**config.mk**
```make
export PLATFORM = sky130hd
export DESIGN_NAME = double_ended_queue_with_search_unit
export DESIGN_NICKNAME = d
export VERILOG_FILES = /design/src/hdl/deqs_pkg.sv /design/src/hdl/double_ended_queue_with_search_unit.sv /design/src/hdl/deqs_cell.sv
export SDC_FILE = /design/constraint.sdc
export NUM_CORES = 1
export LEC_CHECK = 0
export BUFFER_PORTS_ARGS = -buffer_cell sky130_fd_sc_hd__buf_4
export CORE_ASPECT_RATIO = 1.75
export CORE_UTILIZATION = 47
export DETAILED_ROUTE_END_ITERATION = 10
export PLACE_DENSITY = 0.66
export SLEW_MARGIN = 5
export SYNTH_ARGS = -nofsm -noshare
export SYNTH_HDL_FRONTEND = slang
export SYNTH_HIERARCHICAL = 1
export SYNTH_SLANG_ARGS = --single-unit
```
**constraint.sdc**
```tcl
create_clock -name clk -period 10.28 [get_ports clk]
set_clock_uncertainty 0.1 [all_clocks]
set_input_delay 2.57 -clock clk [delete_from_list [all_inputs] [get_ports clk]]
set_output_delay 2.57 -clock clk [all_outputs]
set_load 0.01 [all_outputs]
```
**src/hdl/deqs_pkg.sv**
```systemverilog
package deqs_pkg;

    typedef enum logic [2:0] {
        MODE_PUSH_FRONT = 3'd0,
        MODE_PUSH_BACK  = 3'd1,
        MODE_POP_FRONT  = 3'd2,
        MODE_POP_BACK   = 3'd3,
        MODE_SEARCH     = 3'd4,
        MODE_LIST       = 3'd5
    } mode_t;

    typedef enum logic [1:0] {
        ST_DONE  = 2'd0,
        ST_EMPTY = 2'd1,
        ST_FULL  = 2'd2
    } status_t;

    typedef struct packed {
        logic [2:0]         mode;
        logic signed [31:0] value;
    } req_beat_t;

    typedef struct packed {
        logic [1:0]         status;
        logic               found;
        logic signed [31:0] element;
        logic [4:0]         occupancy;
        logic               last;
    } rsp_beat_t;

    typedef enum logic [2:0] {
        CELL_HOLD,
        CELL_SHIFT_R,
        CELL_SHIFT_L,
        CELL_WRITE,
        CELL_ROTATE
    } cell_op_t;

    typedef struct packed {
        cell_op_t op;
        logic     valid;
        logic     is_tail;
        logic     is_slot;
    } cell_ctrl_t;

endpackage

```
**src/hdl/double_ended_queue_with_search_unit.sv**
```systemverilog
// Bounded double-ended queue of signed 32-bit values with membership search.
// Request channel (req_valid, req_stall, req): one beat names an operation and
// a value. Response channel (rsp_valid, rsp_stall, rsp): one beat per result.
// Entries live in a row of CAPACITY cells, front in the first cell; pushes and
// front pops shift or write the row, search compares all cells at once.
// Push, pop, search, unused modes and lists of an empty queue: one response
// beat, registered in the cycle after the request is taken; a new request is
// taken every cycle while the response register drains.
// List: the request is taken, then one beat per stored entry, one per cycle
// while the output is not stalled, read from the front cell while the row
// rotates by one place; after the last beat the row is back in order.
// req_stall stays high until the last beat is registered.
// Reset empties the queue and drops any pending response; cell contents are
// not cleared and are never shown before being written.
// A stalled response holds in the output register; the row does not rotate
// and req_stall stays high while the register is full and stalled.
module double_ended_queue_with_search_unit
    import deqs_pkg::*;
#(
    parameter int CAPACITY = 16
)
(
    input  logic      clk,
    input  logic      rst_n,
    input  logic      req_valid,
    output logic      req_stall,
    input  req_beat_t req,
    output logic      rsp_valid,
    input  logic      rsp_stall,
    output rsp_beat_t rsp
);

    localparam int CntW = $clog2(CAPACITY + 1);

    typedef enum logic {
        IDLE,
        LIST
    } state_t;

    state_t          state_reg, state_next;
    logic [CntW-1:0] count_reg, count_next;
    logic [CntW-1:0] remain_reg, remain_next;
    logic            rsp_valid_reg, rsp_valid_next;
    rsp_beat_t       rsp_reg, rsp_next;

    cell_op_t           op;
    logic signed [31:0] cell_q [CAPACITY];
    logic [CAPACITY-1:0] hits;
    logic               out_free;
    logic               accept;
    logic               full;
    logic               empty;
    logic [31:0]        occ_wide;

    assign out_free  = !rsp_valid_reg || !rsp_stall;
    assign req_stall = (state_reg == LIST) || !out_free;
    assign accept    = req_valid && !req_stall;
    assign full      = count_reg == CntW'(CAPACITY);
    assign empty     = count_reg == '0;
    assign occ_wide  = 32'(count_next);

    genvar gi;
    generate
        for (gi = 0; gi < CAPACITY; gi++)
        begin : g_cell
            cell_ctrl_t         ctrl;
            logic signed [31:0] left_d;
            logic signed [31:0] right_d;

            assign ctrl.op      = op;
            assign ctrl.valid   = CntW'(gi) < count_reg;
            assign ctrl.is_tail = count_reg == CntW'(gi + 1);
            assign ctrl.is_slot = count_reg == CntW'(gi);

            if (gi == 0)
            begin : g_first
                assign left_d = req.value;
            end
            else
            begin : g_mid
                assign left_d = cell_q[gi-1];
            end

            if (gi == CAPACITY - 1)
            begin : g_end
                assign right_d = cell_q[gi];
            end
            else
            begin : g_inner
                assign right_d = cell_q[gi+1];
            end

            deqs_cell u_cell (
                .clk        (clk),
                .ctrl       (ctrl),
                .left_data  (left_d),
                .right_data (right_d),
                .head_data  (cell_q[0]),
                .value      (req.value),
                .data       (cell_q[gi]),
                .hit        (hits[gi])
            );
        end
    endgenerate

    always_comb
    begin
        state_next     = state_reg;
        count_next     = count_reg;
        remain_next    = remain_reg;
        rsp_valid_next = rsp_valid_reg && rsp_stall;
        rsp_next       = rsp_reg;
        op             = CELL_HOLD;

        if (state_reg == LIST)
        begin
            if (out_free)
            begin
                op                = CELL_ROTATE;
                rsp_valid_next    = 1'b1;
                rsp_next.status   = ST_DONE;
                rsp_next.found    = 1'b0;
                rsp_next.element  = cell_q[0];
                rsp_next.last     = remain_reg == CntW'(1);
                remain_next       = remain_reg - CntW'(1);
                if (remain_reg == CntW'(1))
                begin
                    state_next = IDLE;
                end
            end
            rsp_next.occupancy = occ_wide[4:0];
        end
        else if (accept)
        begin
            rsp_valid_next   = 1'b1;
            rsp_next.status  = ST_DONE;
            rsp_next.found   = 1'b0;
            rsp_next.element = '0;
            rsp_next.last    = 1'b1;
            case (mode_t'(req.mode))
                MODE_PUSH_FRONT,
                MODE_PUSH_BACK:
                begin
                    if (full)
                    begin
                        rsp_next.status = ST_FULL;
                    end
                    else
                    begin
                        op         = (mode_t'(req.mode) == MODE_PUSH_FRONT) ?
                                     CELL_SHIFT_R : CELL_WRITE;
                        count_next = count_reg + CntW'(1);
                    end
                end
                MODE_POP_FRONT,
                MODE_POP_BACK:
                begin
                    if (empty)
                    begin
                        rsp_next.status = ST_EMPTY;
                    end
                    else
                    begin
                        if (mode_t'(req.mode) == MODE_POP_FRONT)
                        begin
                            op = CELL_SHIFT_L;
                        end
                        count_next = count_reg - CntW'(1);
                    end
                end
                MODE_SEARCH:
                begin
                    rsp_next.found = |hits;
                end
                MODE_LIST:
                begin
                    if (empty)
                    begin
                        rsp_next.status = ST_EMPTY;
                    end
                    else
                    begin
                        // hold the beat back; entries follow from the LIST state
                        rsp_valid_next = 1'b0;
                        remain_next    = count_reg;
                        state_next     = LIST;
                    end
                end
                default: ;
            endcase
            rsp_next.occupancy = occ_wide[4:0];
        end
    end

    always_ff @(posedge clk or negedge rst_n)
    begin
        if (!rst_n)
        begin
            state_reg     <= IDLE;
            count_reg     <= '0;
            remain_reg    <= '0;
            rsp_valid_reg <= 1'b0;
            rsp_reg       <= '0;
        end
        else
        begin
            state_reg     <= state_next;
            count_reg     <= count_next;
            remain_reg    <= remain_next;
            rsp_valid_reg <= rsp_valid_next;
            rsp_reg       <= rsp_next;
        end
    end

    assign rsp_valid = rsp_valid_reg;
    assign rsp       = rsp_reg;

endmodule

```
**src/hdl/deqs_cell.sv**
```systemverilog
module deqs_cell
    import deqs_pkg::*;
(
    input  logic               clk,
    input  cell_ctrl_t         ctrl,
    input  logic signed [31:0] left_data,
    input  logic signed [31:0] right_data,
    input  logic signed [31:0] head_data,
    input  logic signed [31:0] value,
    output logic signed [31:0] data,
    output logic               hit
);

    logic signed [31:0] data_reg;
    logic signed [31:0] data_next;

    always_comb
    begin
        data_next = data_reg;
        case (ctrl.op)
            CELL_SHIFT_R: data_next = left_data;
            CELL_SHIFT_L: data_next = right_data;
            CELL_WRITE:
            begin
                if (ctrl.is_slot)
                begin
                    data_next = value;
                end
            end
            CELL_ROTATE:
            begin
                // the tail takes the old head so the ring is whole after a full pass
                if (ctrl.is_tail)
                begin
                    data_next = head_data;
                end
                else if (ctrl.valid)
                begin
                    data_next = right_data;
                end
            end
            default: data_next = data_reg;
        endcase
    end

    always_ff @(posedge clk)
    begin
        data_reg <= data_next;
    end

    assign data = data_reg;
    assign hit  = ctrl.valid && (data_reg == value);

endmodule

```
-- Word-level counts from Yosys, hierarchy flattened
Cells that the tools add are included.
W data, S select, Z words.
- flip-flop bits (word level): 565
- input bits: 39
- latch bits: 0
- RAM bits: 0
- logic and storage cells: 273
- memory bits (read-only): 0
- memories: 0
- output and inout port bits: 43
- equal/unequal tests: 77
- reductions and logical operators: 52
- add/sub/neg operators: 3
- shift-type cells: 0
- multipliers: 0
- divide/modulo/power cells: 0
- bitwise gates (word level): 0
- mux-type cells: 100
- order comparisons: 16
- operators by type and width (operator ; number):
    $pmux W32 S4 ; 15
    $mux W32 ; 47
    $eq A32 B32 Y1 ; 16
    $pmux W32 S3 ; 1
    $mux W41 ; 2
    $mux W5 ; 9
    $reduce_and A3 Y1 ; 15
    $ne A3 B2 Y1 const B ; 14
    $eq A5 B4 Y1 const B ; 8
    $lt A4 B5 Y1 const A ; 8
    $ne A2 B2 Y1 const B ; 19
    $mux W35 ; 1
    $eq A5 B3 Y1 const B ; 4
    $lt A3 B5 Y1 const A ; 4
    $logic_and A1 B1 Y1 ; 18
    $reduce_or A16 Y1 ; 1
    $mux W1 ; 14
    $eq A3 B2 Y1 const B ; 4
    $eq A5 B1 Y1 const B ; 2
    $eq A5 B2 Y1 const B ; 2
    $lt A1 B5 Y1 const A ; 2
    $lt A2 B5 Y1 const A ; 2
    $mux W2 ; 5
    $pmux W5 S2 ; 1
    20 further kinds ; 34

-- Longest topological paths before layout
Gate-level depths: netlist of run 1.
- word-level depth: 11
- gate-level depth with buffers: 12
- mapped depth without buffers: 10

-- Cells and area by module
The synthesis of run 1 kept the hierarchy.
- modules (own cells, without submodules) (module ; cells an instance ; seq. area each (µm²) ; instances ; area an instance (µm²)):
    deqs_cell ; 247 ; 960.9 ; 16 ; 2282.2
    double_ended_queue_with_search_unit ; 278 ; 1326.3 ; 1 ; 2812.7

-- Worst setup path before layout of run 1
Ideal clock, no wire load.
- kind: in2reg
- from: in rsp_stall
- to: reg g_cell[8].u_cell.data_reg[0] (enable)
- slack: 1.463 ns
- cell stages on the path: 6
- path buffers: 2
- setup time: 0.472 ns
- arrival time: 8.245 ns
- required time: 9.708 ns
- cells stage by stage: a21bo_2 inv_1 buf_1 nand2b_1 clkbuf_1 o32ai_1
- RTL lines (element ; line ; text):
    from (decl) ; double_ended_queue_with_search_unit.sv:29 ; input logic rsp_stall,
    to (signal assigned) ; deqs_cell.sv:48 ; data_reg <= data_next;
    to (decl) ; deqs_cell.sv:14 ; logic signed [31:0] data_reg;

-- Worst setup path in the final report of run 1
- from: in rsp_stall
- to: out req_stall
- longest elaborated chain between the ends: 4
- ends and longest elaborated chain (element ; line ; text):
    $logic_not A1 Y1 ; double_ended_queue_with_search_unit.sv:55 ; assign out_free = !rsp_valid_reg || !rsp_stall;
    $logic_or A1 B1 Y1 ; double_ended_queue_with_search_unit.sv:55 ;
    $logic_not A1 Y1 ; double_ended_queue_with_search_unit.sv:56 ; assign req_stall = (state_reg == LIST) || !out_free;
    $logic_or A1 B1 Y1 ; double_ended_queue_with_search_unit.sv:56 ;
    to (decl) ; double_ended_queue_with_search_unit.sv:26 ; output logic req_stall,
No other way between the ends.

==> impl_metrics.tcl, run 1 <==
set metrics [dict create \
    drc 5 \
    seqPwrFrac_pct 41.8 \
    track_usage_pct 32.1 \
    fin_total_pwr_w 0.0122 \
    die_area_mm2 0.0849 \
    clk_latency_ns 0.68 \
    synth_seq_cells 565 \
    ant_nets 0 \
    switching_power_w 0.00527 \
    htree_levels 2 \
    dr.pass1.iters 8 \
    cp-end-kind "output port" \
    syn_nets 4276 \
    cts_root_buf "clkbuf_16" \
    synthSimpleGateAreaFrac_pct 15.4 \
    status "complete, but fails checks" \
    cts_sinks 565 \
    yosys.area_share.xor_xnor_pct 11.4 \
    ys_seq_area_share_pct 42.5 \
    fp.dieW_um 221 \
    crit_arrival_ns 3.28 \
    grt_pass1_vias 33300 \
    synthTopCellsByArea "edfxtp_1, xor2_1, a221oi_1, a21oi_1, nor2_1" \
    fin_crit_sh_pct 57.9 \
    antenna_found_initial 2 \
    post_cts_buffers 0 \
    async_flop_share_pct 9.38 \
    grt_pass1_wl_um 207000 \
    synth_top_family_by_area "compound AO/OA/AOI/OAI gates" \
    hp-class "flop to flop" \
    synthFlopType "edfxtp_1" \
    synth-edff-count 512 \
    max-slew-margin-rel_pct 29.8 \
    yosysTopAreaCell "edfxtp_1" \
    synth_cells 4230 \
    drv_cap 0 \
    cts-buffers-inserted 58 \
    wire_per_inst_um 26.2 \
    violations "DRC" \
    finalMaxSlewViolations 0 \
    cts_resized 0 \
    viasPerCell 6.46 \
    die_h_um 385 \
    startpoint_type "input pin" \
    tightest_slew_ns 1.05 \
    dp_hpwl_um 106000 \
    power_leakage_nw 14.3 \
    placed_area_mm2 0.0407 \
    grt_max_degree 140 \
    n_antenna_cell 0 \
    globalplace.congestion 0.947 \
    synth_adder_area_share_pct 0.223 \
    drt_iter0_drc 3035 \
    core_area_mm2 0.0830 \
    num_io_pins 82 \
    yosys_warnings 6 \
    synth_top_area_share_pct 39.1 \
    initial_core_util_pct 47.4 \
    critPathKind "input pin to output port" \
    min_period_ns 5.95 \
    cts_tree "built" \
    synth-compound-area-share_pct 26.5 \
    synthMuxAreaShare_pct 0.0859 \
    final_nets 4195 \
    synth.avg_cell_area_um2 9.30 \
    p_int_w 0.00688 \
    rows 140 \
    clock_path_buffers 3 \
    grt_overflow 0 \
    vias 34000 \
    required_ns 7.61 \
    hold_buffers 0 \
    io_buffers 81 \
    path_clk_slew_ns 0.06 \
    routed_wl_um 138000 \
    syn_area_mm2 0.0393 \
    hold_slack_ns 0.402 \
    cp_max_fo 5 \
    rsz0062_at_grt "false" \
    final_area_mm2 0.0425 \
    finalSetupViolCount 0 \
    power_frac_comb_pct 41.1 \
    drive_gt1_share_pct 9.08 \
    fmax_ghz 0.168 \
    area_delta_synth_final_pct 8.06 \
    layout.cells.non_filler 5261 \
    power_density_mw_per_mm2 286 \
    p_sw_share_pct 43.4 \
    dp_cells 5154 \
    largest_register_ffs 512 \
    clock_power_share_pct 17.1 \
    finalSetupTns_ns 0 \
    vdd_drop_max_v 0.000225 \
    ys_types 66 \
    hold_viol_final 0 \
]
cell usage after synthesis, types with 19 or more instances:
master,number
nand3_1,39
a221oi_1,352
o21ai_0,27
buf_1,19
edfxtp_1,512
a21oi_1,516
dfrtp_1,53
or2_2,32
a22oi_1,160
nand2b_1,34
o22ai_1,162
buf_2,68
clkbuf_1,154
buf_6,33
nor4_1,117
nand4_1,20
a22o_1,33
xor2_1,497
nor2_1,567
o21ai_1,21
o21a_1,176
nor3_1,39
nand2_1,406
routing by layer:
metal  track usage, %  vias up  share of wire (%)
met1             32.4    16400                 34
met2             58.0     1298                 52
met3             3.90      416                4.6
met5                0        -              0.015
li1                 -    15900                  -
met4             26.7        4                9.6
worst max-delay path, cell delays in order:
cell     delay, ns
buf_4         0.13
a21oi_2       0.28
inv_2         0.13
buf_4         0.17
stage by stage:
stage / util (%) / worst slack [ns]
floorplan: - / 1.46
detailed placement: 49.0 / 4.07
global placement: 49.0 / 4.14
global route: 51.2 / 4.30
CTS: 51.2 / 4.34
finish: 51.2 / 4.33
power by group through the flow:
stage | clock network (W) | logic, W | registers [W]
CTS | 0.00211 | 0.00490 | 0.00504
finish | 0.00208 | 0.00500 | 0.00507
detailed placement | 0 | 0.00488 | 0.00508
global placement | 0 | 0.00475 | 0.00504
global route | 0.00218 | 0.00542 | 0.00519
floorplan | 0 | 0.00350 | 0.00474
layout make-up:
| cell class | instances | area [µm²] |
|---|---|---|
| inverters | 17 | 71.3 |
| multi-input cells | 3358 | 21500 |
| fillers | 8117 | 40500 |
| well taps | 1065 | 1330 |
| clock inverters | 27 | 181 |
| flip-flops and latches | 565 | 16700 |
| repair buffers | 149 | 1140 |
| clock buffers | 80 | 1590 |
placed cells by master, fill, tap and decap left out, types with 4 or more instances in the layout:
cell type	instances
a21oi_1	516
a21oi_4	16
a221oi_1	352
a22o_1	33
a22oi_1	160
and3_1	6
buf_4	147
clkbuf_1	16
clkbuf_16	58
clkbuf_8	6
clkinv_1	10
clkinv_2	12
dfrtp_1	53
edfxtp_1	512
ha_1	7
inv_1	14
nand2_1	406
nand2b_1	34
nand3_1	39
nand4_1	20
nor2_1	563
nor2_4	18
nor3_1	39
nor3_2	18
nor4_1	117
o211ai_1	4
o21a_1	176
o21ai_0	27
o21ai_1	5
o21ai_2	16
o22ai_1	162
o32ai_4	16
or2_2	32
or3b_4	16
xnor2_1	17
xor2_1	497
kinds of logic (layout without fill, tap and decap cells):
| kind of cell | Yosys count | in the layout |
|---|---|---|
| compound gates | 1508 | 1508 |
| xor+xnor | 514 | 514 |
| fa+ha+maj | 7 | 7 |
| buf+inv | 307 | 273 |
| flops | 565 | 565 |
| mux | 3 | 3 |
| simple gates | 1326 | 1326 |
final timing paths:
path	startpoint	to	slack, ns	cells past startpoint
setup / recovery	rsp_stall	req_stall	4.33	4
min in group asynchronous	rst_n	rsp[12]	1.89	1
setup reg to reg	count_reg[1]	g_cell[11].u_cell/data[14]	5.29	11
hold reg to reg	rsp[20]	rsp[20]	0.40	1
max in group asynchronous	rst_n	rsp[18]	7.67	1
hold / removal	rsp[20]	rsp[20]	0.40	1
Power figures use the tool's default switching activity.
==> inputs of run 2 (changes only) <==
Clock period 10.28 ns to 6.1 ns, I/O delays scaled along.
==> run 2 against run 1 <==
  * The run still ends with DRC left
  * Via count up 1.7%
  * Sequential power increased by 69%
  * Flip-flop and latch count is the same
  * Final cell count increased by 0.48%
  * Die area unchanged
  * First-iteration DRC count is 9.2% higher
  * Worst hold slack lost 0.0069 ns
  * Final area up 0.69%
  * Non-clock buffer count increased by 27
  * Routed wire length up 4.1%
  * Critical path depth is 8 higher
  * Clock power increased by 73%
  * Largest cell class unchanged
==> impl_metrics.tcl, run 2 (synthesis gave the netlist of run 1 again) <==
set metrics [dict create \
    status "complete, but fails checks" \
    violations "DRC" \
    finalMaxSlewViolations 0 \
    cts_resized 0 \
    required_ns 6.47 \
    rows 140 \
    vias 34600 \
    routed_wl_um 144000 \
    layout.cells.non_filler 5286 \
    dr.pass1.iters 9 \
    slowest_delay_ns 0.79 \
    initial_core_util_pct 47.4 \
    r2r-end "g_cell[0].u_cell/data[30]" \
    drv_cap 0 \
    power_leakage_nw 14.5 \
    drc 1 \
    area_delta_synth_final_pct 8.80 \
    fillers 7952 \
    dp_cells 5181 \
    viasPerCell 6.54 \
    globalplace.congestion 0.958 \
    vdd_drop_max_v 0.000338 \
    n_antenna_cell 0 \
    cts_sinks 565 \
    final_nets 4220 \
    switching_power_w 0.00900 \
    cp_num_buf_inv 3 \
    core_area_mm2 0.0830 \
    startpoint_type "flop" \
    min_period_ns 4.71 \
    p_int_w 0.0117 \
    grt_overflow 0 \
    path_clk_slew_ns 0.07 \
    finalSetupViolCount 0 \
    finalSetupTns_ns 0 \
    final_common_cell "nor2_1" \
    ant_nets 0 \
    drive_gt1_share_pct 9.59 \
    clk_latency_ns 0.67 \
    largest_register_ffs 512 \
    drt_iter0_drc 3314 \
    power_frac_comb_pct 41.2 \
    wire_per_inst_um 27.2 \
    crit_arrival_ns 5.08 \
    p_sw_share_pct 43.4 \
    num_io_pins 82 \
    tightest_slew_ns 1.16 \
    hold_viol_final 0 \
    die_area_mm2 0.0849 \
    cts_tree "built" \
    fin_crit_sh_pct 77.3 \
    fmax_ghz 0.212 \
    io_buffers 81 \
    path_depth 12 \
    hold_buffers 0 \
    regArea_mm2 0.0167 \
    layout_common_cells "nor2_1, a21oi_1, edfxtp_1" \
    hp-class "flop to flop" \
    critPathKind "flop to flop" \
    path_cells "buf_4 > inv_1 > ha_1 > nor4bb_4 > nand2b_1 > mux2_2 > nor2_4 > buf_12 > nand2b_1 > nor3_2 > a22oi_1 > a21oi_1" \
    die_h_um 385 \
    htree_levels 2 \
    antenna_found_initial 3 \
    cp_top_family "simple AND/OR/NAND/NOR gates" \
    clock_power_share_pct 17.4 \
    reg2reg_depth 12 \
    seqPwrFrac_pct 41.4 \
    ff2ff_setup_slack_ns 1.39 \
    crit_path_top_delay_cell "nor3_2" \
    grt_pass1_vias 34000 \
    dp_hpwl_um 109000 \
    multiInputGateArea_mm2 0.0215 \
    post_cts_buffers 0 \
    r2r-start "count_reg[0]" \
    rsz0062_at_grt "false" \
    min_from "rsp[3]" \
    cts-buffers-inserted 56 \
    track_usage_pct 33.5 \
    cp-end-kind "flop" \
    cp_common_cell "nand2b_1" \
    grt_pass1_wl_um 214000 \
    grt_max_degree 105 \
    max-slew-margin-rel_pct 21.8 \
    cp_max_fo 80 \
    cts_root_buf "clkbuf_16" \
    worstHoldPathCells 2 \
    clock_path_buffers 3 \
    fp.dieW_um 221 \
    power_density_mw_per_mm2 484 \
    hold-path-endpoint "rsp[3]" \
]
[run 2: cell types whose count changed in the layout (fill, tap and decap cells not counted), sizes merged]
cell    change
inv         -1
buf        +27
clkbuf      -4
bufinv      +3
[run 2: how the worst max path moves through the flow]
stage                             from                         end
final                     count_reg[0]   g_cell[0].u_cell/data[30]
after global routing      count_reg[1]   g_cell[0].u_cell/data[30]
after CTS                 count_reg[0]   g_cell[0].u_cell/data[30]
after detailed placement     rsp_stall   g_cell[7].u_cell/data[31]
after global placement       rsp_stall  g_cell[13].u_cell/data[31]
after floorplan              rsp_stall    g_cell[0].u_cell/data[0]
[run 2: layout make-up]
type | instances | share of cell area [%]
clock buffers | 76 | 3.66
clock inverters | 29 | 0.632
inverters | 17 | 0.167
multi-input cells | 3358 | 50.2
flip-flops and latches | 565 | 39.0
well taps | 1065 | 3.11
repair buffers | 176 | 3.23
[run 2: metal layers]
layer  track usage, %  share of wire, %  up-vias
met5                0             0.013        -
li1                 -                 -    15900
met3             4.37               5.2      467
met4             28.2                10        4
met1             33.6                33    16700
met2             60.3                52     1480
[run 2: per-stage QoR]
stage	hold WS (ns)	power (W)	instance area [µm²]	setup WS, ns	utilization [%]
floorplan	0.389	0.0139	39300	-0.535	-
global placement	0.370	0.0166	41000	1.33	49.3
detailed placement	0.380	0.0169	41000	1.22	49.3
CTS	0.396	0.0205	42800	1.46	51.5
global route	0.423	0.0217	42800	1.15	51.5
finish	0.395	0.0207	42800	1.39	51.5
[run 2: worst min-delay path, stage by stage, from the launching register on]
cell	delay (ns)
dfrtp_1	0.35
nand2_1	0.05
o31ai_1	0.06
[run 2: power groups by stage]
| stage | logic (W) | clock network [W] | registers (W) |
|---|---|---|---|
| global route | 0.00922 | 0.00376 | 0.00876 |
| detailed placement | 0.00828 | 0 | 0.00857 |
| finish | 0.00853 | 0.00360 | 0.00859 |
| CTS | 0.00831 | 0.00364 | 0.00851 |
| global placement | 0.00808 | 0 | 0.00852 |
| floorplan | 0.00587 | 0 | 0.00798 |
